===== config.mk =====
export PLATFORM = sky130hd
export DESIGN_NAME = json_string_unescape_utf8
export DESIGN_NICKNAME = d
export VERILOG_FILES = /design/src/sv/jsu_pkg.sv /design/src/sv/jsu_decode.sv /design/src/sv/jsu_serial.sv /design/src/sv/json_string_unescape_utf8.sv
export SDC_FILE = /design/constraint.sdc
export NUM_CORES = 1
export LEC_CHECK = 0
export ABC_AREA = 0
export BUFFER_PORTS_ARGS = -buffer_cell sky130_fd_sc_hd__buf_2
export CAP_MARGIN = 20
export CORE_ASPECT_RATIO = 0.7
export CORE_UTILIZATION = 55
export DETAILED_ROUTE_END_ITERATION = 10
export PLACE_DENSITY = 0.72
export SETUP_SLACK_MARGIN = 0.4
export SLEW_MARGIN = 30
export SYNTH_ARGS = -nofsm -noshare
export SYNTH_HDL_FRONTEND = slang
export SYNTH_SLANG_ARGS = --single-unit

===== constraint.sdc =====
create_clock -name clk_i -period 6.2 [get_ports clk_i]
set_input_delay 1.86 -clock clk_i [delete_from_list [all_inputs] [get_ports clk_i]]
set_output_delay 1.86 -clock clk_i [all_outputs]
set_load 0.1 [all_outputs]

===== src/sv/jsu_pkg.sv =====
package jsu_pkg;

  typedef enum logic [1:0] {
    KindValue = 2'd0,
    KindDone  = 2'd1,
    KindError = 2'd2
  } kind_e;

  localparam int unsigned MaxResults = 4;

  // up to four results produced by one source byte
  typedef struct packed {
    logic [MaxResults-1:0][7:0] data;
    kind_e [MaxResults-1:0]     kind;
    logic [1:0]                 cnt_m1;
  } bundle_t;

  // bit 4 set when the byte is not a hex digit
  function automatic logic [4:0] hex_value(input logic [7:0] c);
    logic [4:0] v;
    v = 5'h10;
    if (c >= 8'h30 && c <= 8'h39) v = {1'b0, 4'(c - 8'h30)};
    else if (c >= 8'h61 && c <= 8'h66) v = {1'b0, 4'(c - 8'h57)};
    else if (c >= 8'h41 && c <= 8'h46) v = {1'b0, 4'(c - 8'h37)};
    return v;
  endfunction

endpackage


===== src/sv/jsu_decode.sv =====
module jsu_decode (
  input  logic             clk_i,
  input  logic             rst_ni,
  input  logic             fire_i,
  input  logic [7:0]       byte_i,
  input  logic             last_i,
  output jsu_pkg::bundle_t bundle_o,
  output logic             push_o
);

  localparam logic [1:0] PhIdle   = 2'd0;
  localparam logic [1:0] PhString = 2'd1;
  localparam logic [1:0] PhEscape = 2'd2;
  localparam logic [1:0] PhHex    = 2'd3;

  localparam logic [7:0] ChQuote = 8'h22;
  localparam logic [7:0] ChBslash = 8'h5C;
  localparam logic [7:0] ChSlash = 8'h2F;
  localparam logic [7:0] ChB = 8'h62;
  localparam logic [7:0] ChF = 8'h66;
  localparam logic [7:0] ChN = 8'h6E;
  localparam logic [7:0] ChR = 8'h72;
  localparam logic [7:0] ChT = 8'h74;
  localparam logic [7:0] ChU = 8'h75;

  logic [1:0]  phase_q, phase_d;
  logic [1:0]  hex_cnt_q, hex_cnt_d;
  logic [15:0] cp_q, cp_d;

  logic [2:0]  n;
  logic        fin;
  logic [4:0]  hv;
  logic [15:0] cp_new;
  logic        esc_ok;
  logic [7:0]  esc_byte;
  jsu_pkg::bundle_t b;

  assign hv     = jsu_pkg::hex_value(byte_i);
  assign cp_new = {cp_q[11:0], hv[3:0]};

  always_comb begin
    esc_ok   = 1'b1;
    esc_byte = byte_i;
    case (byte_i)
      ChQuote, ChBslash, ChSlash: esc_byte = byte_i;
      ChB: esc_byte = 8'h08;
      ChF: esc_byte = 8'h0C;
      ChN: esc_byte = 8'h0A;
      ChR: esc_byte = 8'h0D;
      ChT: esc_byte = 8'h09;
      default: begin
        esc_ok   = 1'b0;
        esc_byte = 8'h00;
      end
    endcase
  end

  always_comb begin
    phase_d   = phase_q;
    hex_cnt_d = hex_cnt_q;
    cp_d      = cp_q;
    n         = 3'd0;
    fin       = 1'b0;
    b.data    = '0;
    b.kind    = '{default: jsu_pkg::KindValue};
    case (phase_q)
      PhIdle: begin
        if (byte_i == ChQuote) begin
          phase_d = PhString;
        end else begin
          b.kind[0] = jsu_pkg::KindError;
          n = 3'd1;
          fin = 1'b1;
        end
      end
      PhString: begin
        if (byte_i == ChQuote) begin
          b.kind[0] = jsu_pkg::KindDone;
          n = 3'd1;
          fin = 1'b1;
        end else if (byte_i == ChBslash) begin
          phase_d = PhEscape;
        end else begin
          b.data[0] = byte_i;
          n = 3'd1;
        end
      end
      PhEscape: begin
        if (esc_ok) begin
          b.data[0] = esc_byte;
          n = 3'd1;
          phase_d = PhString;
        end else if (byte_i == ChU) begin
          phase_d   = PhHex;
          hex_cnt_d = 2'd0;
          cp_d      = 16'h0000;
        end else begin
          b.kind[0] = jsu_pkg::KindError;
          n = 3'd1;
          fin = 1'b1;
        end
      end
      PhHex: begin
        if (hv[4]) begin
          b.kind[0] = jsu_pkg::KindError;
          n = 3'd1;
          fin = 1'b1;
        end else if (hex_cnt_q == 2'd3) begin
          if (cp_new <= 16'h007F) begin
            b.data[0] = cp_new[7:0];
            n = 3'd1;
          end else if (cp_new <= 16'h07FF) begin
            b.data[0] = {3'b110, cp_new[10:6]};
            b.data[1] = {2'b10, cp_new[5:0]};
            n = 3'd2;
          end else begin
            b.data[0] = {4'b1110, cp_new[15:12]};
            b.data[1] = {2'b10, cp_new[11:6]};
            b.data[2] = {2'b10, cp_new[5:0]};
            n = 3'd3;
          end
          phase_d   = PhString;
          hex_cnt_d = 2'd0;
          cp_d      = 16'h0000;
        end else begin
          cp_d      = cp_new;
          hex_cnt_d = hex_cnt_q + 2'd1;
        end
      end
      default: phase_d = PhIdle;
    endcase

    if (fin) begin
      phase_d   = PhIdle;
      hex_cnt_d = 2'd0;
      cp_d      = 16'h0000;
    end else if (last_i && phase_d != PhIdle) begin
      // source ran out inside the string
      b.kind[n[1:0]] = jsu_pkg::KindError;
      b.data[n[1:0]] = 8'h00;
      n = n + 3'd1;
      phase_d   = PhIdle;
      hex_cnt_d = 2'd0;
      cp_d      = 16'h0000;
    end
    b.cnt_m1 = 2'(n - 3'd1);
  end

  assign bundle_o = b;
  assign push_o   = (n != 3'd0);

  always_ff @(posedge clk_i or negedge rst_ni) begin
    if (!rst_ni) begin
      phase_q   <= PhIdle;
      hex_cnt_q <= 2'd0;
      cp_q      <= 16'h0000;
    end else if (fire_i) begin
      phase_q   <= phase_d;
      hex_cnt_q <= hex_cnt_d;
      cp_q      <= cp_d;
    end
  end

endmodule


===== src/sv/jsu_serial.sv =====
module jsu_serial (
  input  logic             clk_i,
  input  logic             rst_ni,
  input  logic             push_i,
  input  jsu_pkg::bundle_t bundle_i,
  output logic             full_o,
  output logic             valid_o,
  input  logic             ready_i,
  output logic [7:0]       data_o,
  output jsu_pkg::kind_e   kind_o,
  output logic             last_o
);

  logic             out_valid_q;
  jsu_pkg::bundle_t out_q;
  logic [1:0]       idx_q;
  logic             hold_valid_q;
  jsu_pkg::bundle_t hold_q;

  logic pop_done;
  logic out_free;

  assign last_o   = (idx_q == out_q.cnt_m1);
  assign pop_done = out_valid_q && ready_i && last_o;
  assign out_free = !out_valid_q || pop_done;
  assign full_o   = hold_valid_q;
  assign valid_o  = out_valid_q;
  assign data_o   = out_q.data[idx_q];
  assign kind_o   = out_q.kind[idx_q];

  always_ff @(posedge clk_i or negedge rst_ni) begin
    if (!rst_ni) begin
      out_valid_q  <= 1'b0;
      hold_valid_q <= 1'b0;
      idx_q        <= 2'd0;
    end else begin
      if (out_free) begin
        idx_q <= 2'd0;
        if (hold_valid_q) begin
          out_valid_q  <= 1'b1;
          hold_valid_q <= 1'b0;
        end else begin
          out_valid_q <= push_i;
        end
      end else begin
        if (ready_i) idx_q <= idx_q + 2'd1;
        if (push_i) hold_valid_q <= 1'b1;
      end
    end
  end

  always_ff @(posedge clk_i) begin
    if (out_free) begin
      if (hold_valid_q) out_q <= hold_q;
      else if (push_i) out_q <= bundle_i;
    end else if (push_i) begin
      hold_q <= bundle_i;
    end
  end

endmodule


===== src/sv/json_string_unescape_utf8.sv =====
// JSON string unescaper with UTF-8 output.
// Slave stream: one source byte per word in s_axis_tdata, s_axis_tlast marks
// the last byte of the source. Master stream: one result per word, tdata is
// the decoded byte, tuser the kind (value, string complete, error), tlast the
// last result caused by one source byte.
// The output buffer is registered, so a byte's results appear only after it
// is taken. Throughput is one source byte per cycle while each byte gives at
// most one result and the receiver keeps up; a \u escape can give up to three
// bytes plus an error and these leave one per cycle from the output buffer.
// Bytes that give no result (opening quote, backslash, leading hex digits)
// take no room in the output buffer.
// The output side holds two result groups, so s_axis_tready drops only when
// a second group waits behind one that is still leaving, either because it
// holds several words or because the receiver stalls.
// Reset puts the decoder back to waiting for an opening quote and empties
// the output buffer; results are held unchanged while m_axis_tready is low.
module json_string_unescape_utf8 (
  input  logic       clk_i,
  input  logic       rst_ni,
  input  logic       s_axis_tvalid,
  output logic       s_axis_tready,
  input  logic [7:0] s_axis_tdata,  // [7:0] in_byte
  input  logic       s_axis_tlast,
  output logic       m_axis_tvalid,
  input  logic       m_axis_tready,
  output logic [7:0] m_axis_tdata,  // [7:0] out_byte
  output logic [1:0] m_axis_tuser,  // [1:0] kind
  output logic       m_axis_tlast
);

  logic             fire;
  logic             push;
  logic             full;
  jsu_pkg::bundle_t bundle;
  jsu_pkg::kind_e   kind;

  assign s_axis_tready = !full;
  assign fire          = s_axis_tvalid && s_axis_tready;

  jsu_decode u_decode (
    .clk_i    (clk_i),
    .rst_ni   (rst_ni),
    .fire_i   (fire),
    .byte_i   (s_axis_tdata),
    .last_i   (s_axis_tlast),
    .bundle_o (bundle),
    .push_o   (push)
  );

  jsu_serial u_serial (
    .clk_i    (clk_i),
    .rst_ni   (rst_ni),
    .push_i   (fire && push),
    .bundle_i (bundle),
    .full_o   (full),
    .valid_o  (m_axis_tvalid),
    .ready_i  (m_axis_tready),
    .data_o   (m_axis_tdata),
    .kind_o   (kind),
    .last_o   (m_axis_tlast)
  );

  assign m_axis_tuser = kind;

endmodule


==> reports/results.ini, run 1 <==
[worst_setup_path]
worst-path-max-fanout = 29
cp-end-kind = flip-flop
worstRegToRegCells = 13
critical_path_required_ns = 6.19
startpoint_type = input port
critPathKind = in -> reg
cp.arrival_ns = 5.30

[cts]
htree_levels = 3
clk_latency_ns = 0.33
clkTransAtPathRegs_ns = 0.06
cts_resized = 0
cts_made_buffers = 9
clkSinkCount = 78
cts_hold_buf = 0
clk_path_buf_depth = 2
cts_tree = yes
clock-root-buffer = clkbuf_16
post_cts_buffers = 0

[grt]
grt_pass1_vias = 3176
antenna_found_initial = 0
track_usage_pct = 26.5
grt_pass1_wl_um = 17300
grt_max_degree = 45
globalRoute.totalOverflow = 0

[synthesis]
synth-edff-count = 58
dominantRegCellSynth = edfxtp_1
syn_area_per_cell_sq_um = 10.6
yosysUniqueCellTypes = 68
yosysWarnings = 0
synth_cells = 430
synth-seq-cells = 78
async_reset_ff_share_pct = 25.6
synth_nets = 453
seq_area_frac_synth_pct = 49.3
synth_area_sq_um = 4540

[routing]
drc = 0
wire_per_inst_um = 19.9
firstDrtPassIters = 6
drtIter0Drc = 501
wirelength_um = 11000
ant_nets = 0
via_per_inst = 6.27
vias = 3469

[finish]
drive_above_1_share_pct = 16.8
diodes = 0
design_area_sq_um = 5050
fillerInstances = 636
fin_nets = 470
syn2layout_area_growth_pct = 11.2

[placement]
place_hpwl_um = 8020
placed_cell_area_sq_um = 4730
portBuffers = 25
place_congestion = 0.969

[power_and_ir_drop]
power.leakage_nw = 1.92
finalPower_mw = 2.19
ir_worst_vdd_mv = 0.566
powerDensity_nw_per_um2 = 433

[flow_run]
drv_cap = 0

[floorplan]
num_rows = 27
num_io_pins = 26
die_w_um = 111
start_util_pct = 57.2
dieArea_sq_um = 8640
die_y_um = 78.1
coreArea_sq_um = 7940

[sta]
tightest_slew_ns = 0.944
clock_skew_ns = 0.00706
holdWs_ns = 0.486
timing.final.hold_violations = 0
rsz0062_at_grt = false
max_slew_margin_pct = 36.5
finalCritPeriodShare_pct = 85.5
setup_viol = 0
slew_viol_final = 0
period_minus_slack_ns = 5.30
final.setup.tns_ns = 0
fmax_mhz = 189

[hold_path]
min_path_type = reg -> reg
holdPathStages = 1

[run_status]
status = complete, no violations

-- Yosys cell counts (2+ instances only) --
master / n / area (sq um)
a211o_1: 3 / 26.3
a211oi_1: 2 / 15.0
a21o_1: 4 / 30.0
a21oi_1: 17 / 85.1
a21oi_2: 2 / 17.5
a221oi_1: 4 / 35.0
a22oi_1: 15 / 113
a2bb2oi_1: 4 / 35.0
a31oi_1: 5 / 31.3
and2_1: 5 / 31.3
and3_1: 6 / 37.5
buf_2: 6 / 30.0
buf_6: 4 / 45.0
clkbuf_1: 12 / 45.0
dfrtp_1: 20 / 500
edfxtp_1: 58 / 1740
ha_1: 10 / 125
inv_1: 17 / 63.8
mux2_2: 9 / 101
mux2i_1: 9 / 90.1
nand2_1: 48 / 180
nand2b_1: 7 / 43.8
nand3_1: 7 / 35.0
nand4_1: 2 / 12.5
nand4bb_1: 2 / 22.5
nor2_1: 41 / 154
nor2b_1: 4 / 25.0
nor3_1: 7 / 35.0
nor3_2: 2 / 20.0
nor3b_1: 3 / 22.5
nor3b_2: 2 / 25.0
nor4_1: 6 / 37.5
o211ai_1: 5 / 37.5
o21a_1: 3 / 22.5
o21ai_0: 17 / 85.1
o22ai_1: 6 / 37.5
o31ai_1: 20 / 150
o31ai_4: 2 / 42.5
or3_1: 2 / 12.5
or4_1: 3 / 22.5
xor2_1: 2 / 17.5
-- cells in the final DEF (no fill, tap or decap), types with 5 or more instances in the layout --
cell       netlist  layout
nor3_1           7       6
o22ai_1          6       5
mux2i_1          9       9
nand3_1          7       7
inv_1           17      17
o211ai_1         5       5
a21oi_1         17      16
edfxtp_1        58      58
a31oi_1          5       5
and3_1           6       6
mux2_2           9       9
o31ai_1         20      20
clkbuf_16        0       9
o21ai_0         17      17
nor2_1          41      41
ha_1            10      10
buf_4            1       5
nand2_1         48      48
and2_1           5       5
nand2b_1         7       7
nor4_1           6       5
a22oi_1         15      15
dfrtp_1         20      20
buf_2            6      25
-- logic make-up (layout without fill, tap and decap cells) --
kind of cell	after synthesis	in the layout	synth area share, %
and+or+nand+nor	156	156	18.1
muxes	20	20	5.04
AOI/OAI and AO/OA	122	122	19.9
adders and majority gates	10	10	2.75
xor gates and xnor gates	3	3	0.578
buffers and inverters	41	63	4.29
DFF	78	78	49.3
-- critical path, stage by stage --
cell,delay (ns)
buf_2,0.14
inv_1,0.15
ha_1,0.24
or3b_1,0.36
and3_1,0.27
nor2_1,0.44
nor3b_2,0.10
buf_4,0.17
nand2_1,0.12
ha_1,0.25
mux2_2,0.26
ha_1,0.17
inv_1,0.05
a31oi_1,0.10
nor3_4,0.23
buf_4,0.37
-- power by group --
| group | internal [mW] | total [mW] | switching (mW) |
|---|---|---|---|
| registers | 0.718 | 0.777 | 0.0583 |
| logic | 0.170 | 0.855 | 0.684 |
| clock network | 0.352 | 0.556 | 0.203 |
| total | 1.24 | 2.19 | 0.946 |
-- path summary, 6_finish.rpt --
path                                        from                     to  slack (ns)
min                        u_decode.hex_cnt_q[0]  u_decode.hex_cnt_q[0]        0.49
max reg2reg                    u_decode.cp_q[11]    u_serial.hold_q[27]        2.43
max in group asynchronous                 rst_ni    u_decode.phase_q[0]        4.40
min in group asynchronous                 rst_ni      u_serial.idx_q[1]        1.47
max                              s_axis_tdata[0]    u_serial.hold_q[27]        0.90
min reg2reg                u_decode.hex_cnt_q[0]  u_decode.hex_cnt_q[0]        0.49
-- registers in the layout, summed over array words and instances, names as in the netlist --
register            cells
u_serial.out_q         29
u_serial.hold_q        29
u_decode.cp_q          12
u_serial.full_o         1
u_decode.phase_q        2
u_serial.valid_o        1
u_decode.hex_cnt_q      2
u_serial.idx_q          2
-- through the flow --
step                util (%)  worst slack (ns)  instances
finish                  63.7             0.898        553
global route            63.7             0.723        553
CTS                     63.6             0.973        553
detailed placement      59.6             0.626        537
global placement        59.5             0.860        537
floorplan                  -             0.775        430
-- final cells by class --
class	instances	area, sq um	share of cell area (%)
Sequential cell	78	2240	44.4
Multi-Input combinational cell	311	2140	42.4
Clock buffer	10	229	4.53
Timing Repair Buffer	30	163	3.22
Tap cell	101	126	2.50
Clock inverter	6	86.3	1.71
Inverter	17	63.8	1.26
-- per-layer routing --
metal | GRT usage (%) | routed length [um] | up-vias
li1 | - | - | 1664
met1 | 39.7 | 5220 | 1649
met2 | 38.1 | 4730 | 146
met3 | 7.49 | 927 | 10
met4 | 6.13 | 126 | 0
met5 | 0 | 0 | -
Power figures use the tool's default switching activity.
==> inputs of run 2 (changes only) <==
--- a/config.mk
+++ b/config.mk
@@ -11,7 +11,7 @@
 export CORE_ASPECT_RATIO = 0.7
 export CORE_UTILIZATION = 55
 export DETAILED_ROUTE_END_ITERATION = 10
-export PLACE_DENSITY = 0.72
+export PLACE_DENSITY = 0.79
 export SETUP_SLACK_MARGIN = 0.4
 export SLEW_MARGIN = 30
 export SYNTH_ARGS = -nofsm -noshare
==> run 2 against run 1 <==
  * Sequential share of layout area grew 0.066 points
  * Global-route usage grew 0.061 points
  * Non-clock buffer count shrank 1
  * Hold slack gained 0.021 ns
  * Die area is the same
  * Combinational power shrank 0.6%
  * First-iteration DRC count grew 9.2%
  * Clock skew shrank 0.0028 ns
  * Clock-buffer cell count is the same
  * Sequential power is essentially flat
  * Final cell count shrank 0.18%
  * Maximum frequency shrank 2.0%
==> reports/results.ini, run 2 (synthesized netlist as in run 1, its figures left out) <==
[cts]
clk_path_buf_depth = 2  ; unchanged
cts_resized = 0  ; unchanged
cts_made_buffers = 9  ; unchanged
htree_levels = 3  ; unchanged
cts_hold_buf = 0  ; unchanged
clk_latency_ns = 0.34  ; about the same
post_cts_buffers = 0  ; unchanged
clkTransAtPathRegs_ns = 0.06  ; about the same
cts_tree = yes
clock-root-buffer = clkbuf_16
clkSinkCount = 78  ; unchanged

[worst_setup_path]
worst-path-buf-inv = 5  ; unchanged
regToRegSetupSlack_ns = 2.10  ; -0.33 ns
critPathKind = in -> reg
startpoint_type = input port
critical_path.cell_chain = buf_2 -> inv_1 -> ha_1 -> and4bb_1 -> and2_1 -> o221ai_1 -> nor4_1 -> inv_1 -> ha_1 -> mux2_2 -> ha_1 -> inv_1 -> a31oi_1 -> nor3_4 -> buf_4
cp-end-kind = flip-flop
regToRegStartpoint = u_decode.cp_q[10]
worst-path-max-fanout = 29  ; unchanged
crit_slowest_cell = nor4_1
path_delay_family = simple AND/OR/NAND/NOR gates
critPathMaxStageDelay_ns = 0.57  ; +0.13 ns
cp.arrival_ns = 5.41  ; +0.11 ns
timing.rr.end = u_serial.hold_q[28]
worstRegToRegCells = 12  ; -1
critical_path_required_ns = 6.20  ; about the same

[sta]
setup_viol = 0  ; unchanged
rsz0062_at_grt = false
clock_skew_ns = 0.00428  ; -0.00278 ns
max_slew_margin_pct = 44.3  ; +7.8 points
period_minus_slack_ns = 5.41  ; +0.111 ns
holdWs_ns = 0.507  ; +0.0211 ns
finalCritPeriodShare_pct = 87.3  ; +1.8 points
timing.final.hold_violations = 0  ; unchanged
fmax_mhz = 185  ; -2.0%
slew_viol_final = 0  ; unchanged
tightest_slew_ns = 0.836  ; -0.109 ns
final.setup.tns_ns = 0  ; unchanged

[floorplan]
coreArea_sq_um = 7940  ; unchanged
num_io_pins = 26  ; unchanged
die_w_um = 111  ; unchanged
dieArea_sq_um = 8640  ; unchanged
start_util_pct = 57.2  ; unchanged
num_rows = 27  ; unchanged
die_y_um = 78.1  ; unchanged

[finish]
layout_common_cells = edfxtp_1 (58), nand2_1 (48), nor2_1 (41), buf_2 (25)
design_area_sq_um = 5050  ; -0.15%
fillerInstances = 618  ; -2.8%
multiInputGateArea_sq_um = 2130  ; -0.41%
layout_commonest_cell = edfxtp_1
regArea_sq_um = 2240  ; unchanged
drive_above_1_share_pct = 16.6  ; -0.18 points
largest_registers = u_serial.hold_q: 29 flops, u_serial.out_q: 29 flops, u_decode.cp_q: 12 flops
diodes = 0  ; unchanged
fin_nets = 469  ; -0.21%
syn2layout_area_growth_pct = 11.0

[power_and_ir_drop]
ir_worst_vdd_mv = 0.642  ; +14%
powerDensity_nw_per_um2 = 433  ; about the same
power.leakage_nw = 1.92  ; -0.32%
seq_power_share_pct = 35.4  ; about the same
p_comb_share_pct = 38.9  ; -0.2 points
power.net_switching_mw = 0.942  ; -0.47%
p_clk_share_pct = 25.7  ; +0.3 points
finalPower_mw = 2.19  ; about the same
p_int_mw = 1.24  ; +0.25%
switching_share_pct = 43.1  ; -0.17 points

[routing]
drc = 0  ; unchanged
wire_per_inst_um = 19.4  ; -2.2%
vias = 3564  ; +2.7%
drtIter0Drc = 547  ; +9.2%
ant_nets = 0  ; unchanged
wirelength_um = 10700  ; -2.4%
via_per_inst = 6.46  ; +2.9%
firstDrtPassIters = 5  ; -1

[hold_path]
holdPathStages = 1  ; unchanged
min_from = u_decode.hex_cnt_q[0]
min_path_type = reg -> reg
min_to = u_decode.hex_cnt_q[0]

[grt]
track_usage_pct = 26.6  ; +0.061 points
grt_pass1_vias = 3305  ; +4.1%
grt_max_degree = 45  ; unchanged
grt_pass1_wl_um = 17700  ; +2.4%
antenna_found_initial = 0  ; unchanged
globalRoute.totalOverflow = 0  ; unchanged

[run_status]
status = complete, no violations

[placement]
place_hpwl_um = 7890  ; -1.7%
placed_cell_area_sq_um = 4710  ; -0.48%
place_congestion = 1.00  ; +3.2%
portBuffers = 25  ; unchanged

[flow_run]
drv_cap = 0  ; unchanged

run 2: changes by cell type in the layout (fill, tap and decap cells not counted), sizes merged:
cell / before / now
clkinv: 2 / 1
clkinvlp: 1 / 2
buf: 30 / 29
run 2: metrics by stage:
| step | util (%) | instances | setup slack (ns) |
|---|---|---|---|
| floorplan | - | 430 | 0.775 |
| global placement | 59.4 | 536 | 0.625 |
| detailed placement | 59.4 | 536 | 0.490 |
| CTS | 63.4 | 552 | 0.845 |
| global route | 63.6 | 552 | 0.515 |
| finish | 63.6 | 552 | 0.787 |
run 2: worst max path at each step:
stage                     cells past startpoint                  end  slack [ns]             from
after global routing                         15   u_serial.hold_q[0]        0.51  s_axis_tdata[0]
after global placement                       15  u_serial.hold_q[26]        0.62  s_axis_tdata[0]
after detailed placement                     15  u_serial.hold_q[26]        0.49  s_axis_tdata[0]
after floorplan                              13    u_serial.out_q[0]        0.77  s_axis_tdata[0]
after CTS                                    15  u_serial.hold_q[22]        0.85  s_axis_tdata[0]
final                                        15  u_serial.hold_q[28]        0.79  s_axis_tdata[0]
run 2: final cells by class:
cell class | instances | area share [%]
timing repair buffer | 29 | 3.07
sequential | 78 | 44.4
inverter | 17 | 1.26
clock inverter | 6 | 1.88
tap | 101 | 2.50
multi-input combinational | 311 | 42.3
clock buffer | 10 | 4.54
run 2: worst register-to-register path: cells and delay by family, from the launching register on:
kind | cells | cell delay (ns)
mux | 1 | 0.26
flops | 1 | 0.42
fa+ha+maj | 2 | 0.49
simple gates | 4 | 1.71
buf+inv | 3 | 0.60
compound gates | 2 | 0.28
run 2: routing by layer:
layer | global-route usage [%] | part of all wire (%) | up-vias
met2 | 37.9 | 43 | 183
met3 | 6.95 | 8.2 | 22
met1 | 39.7 | 47 | 1702
li1 | - | - | 1657
met5 | 0 | 0 | -
met4 | 8.00 | 2.0 | 0
run 2: power groups by stage:
stage	Clock, mW	Combinational (mW)	Sequential (mW)
6_report	0.561	0.850	0.774
2_1_floorplan	0	0.735	0.760
3_3_place_gp	0	0.838	0.781
4_1_cts	0.571	0.855	0.777
3_5_place_dp	0	0.853	0.786
5_1_grt	0.591	0.904	0.788
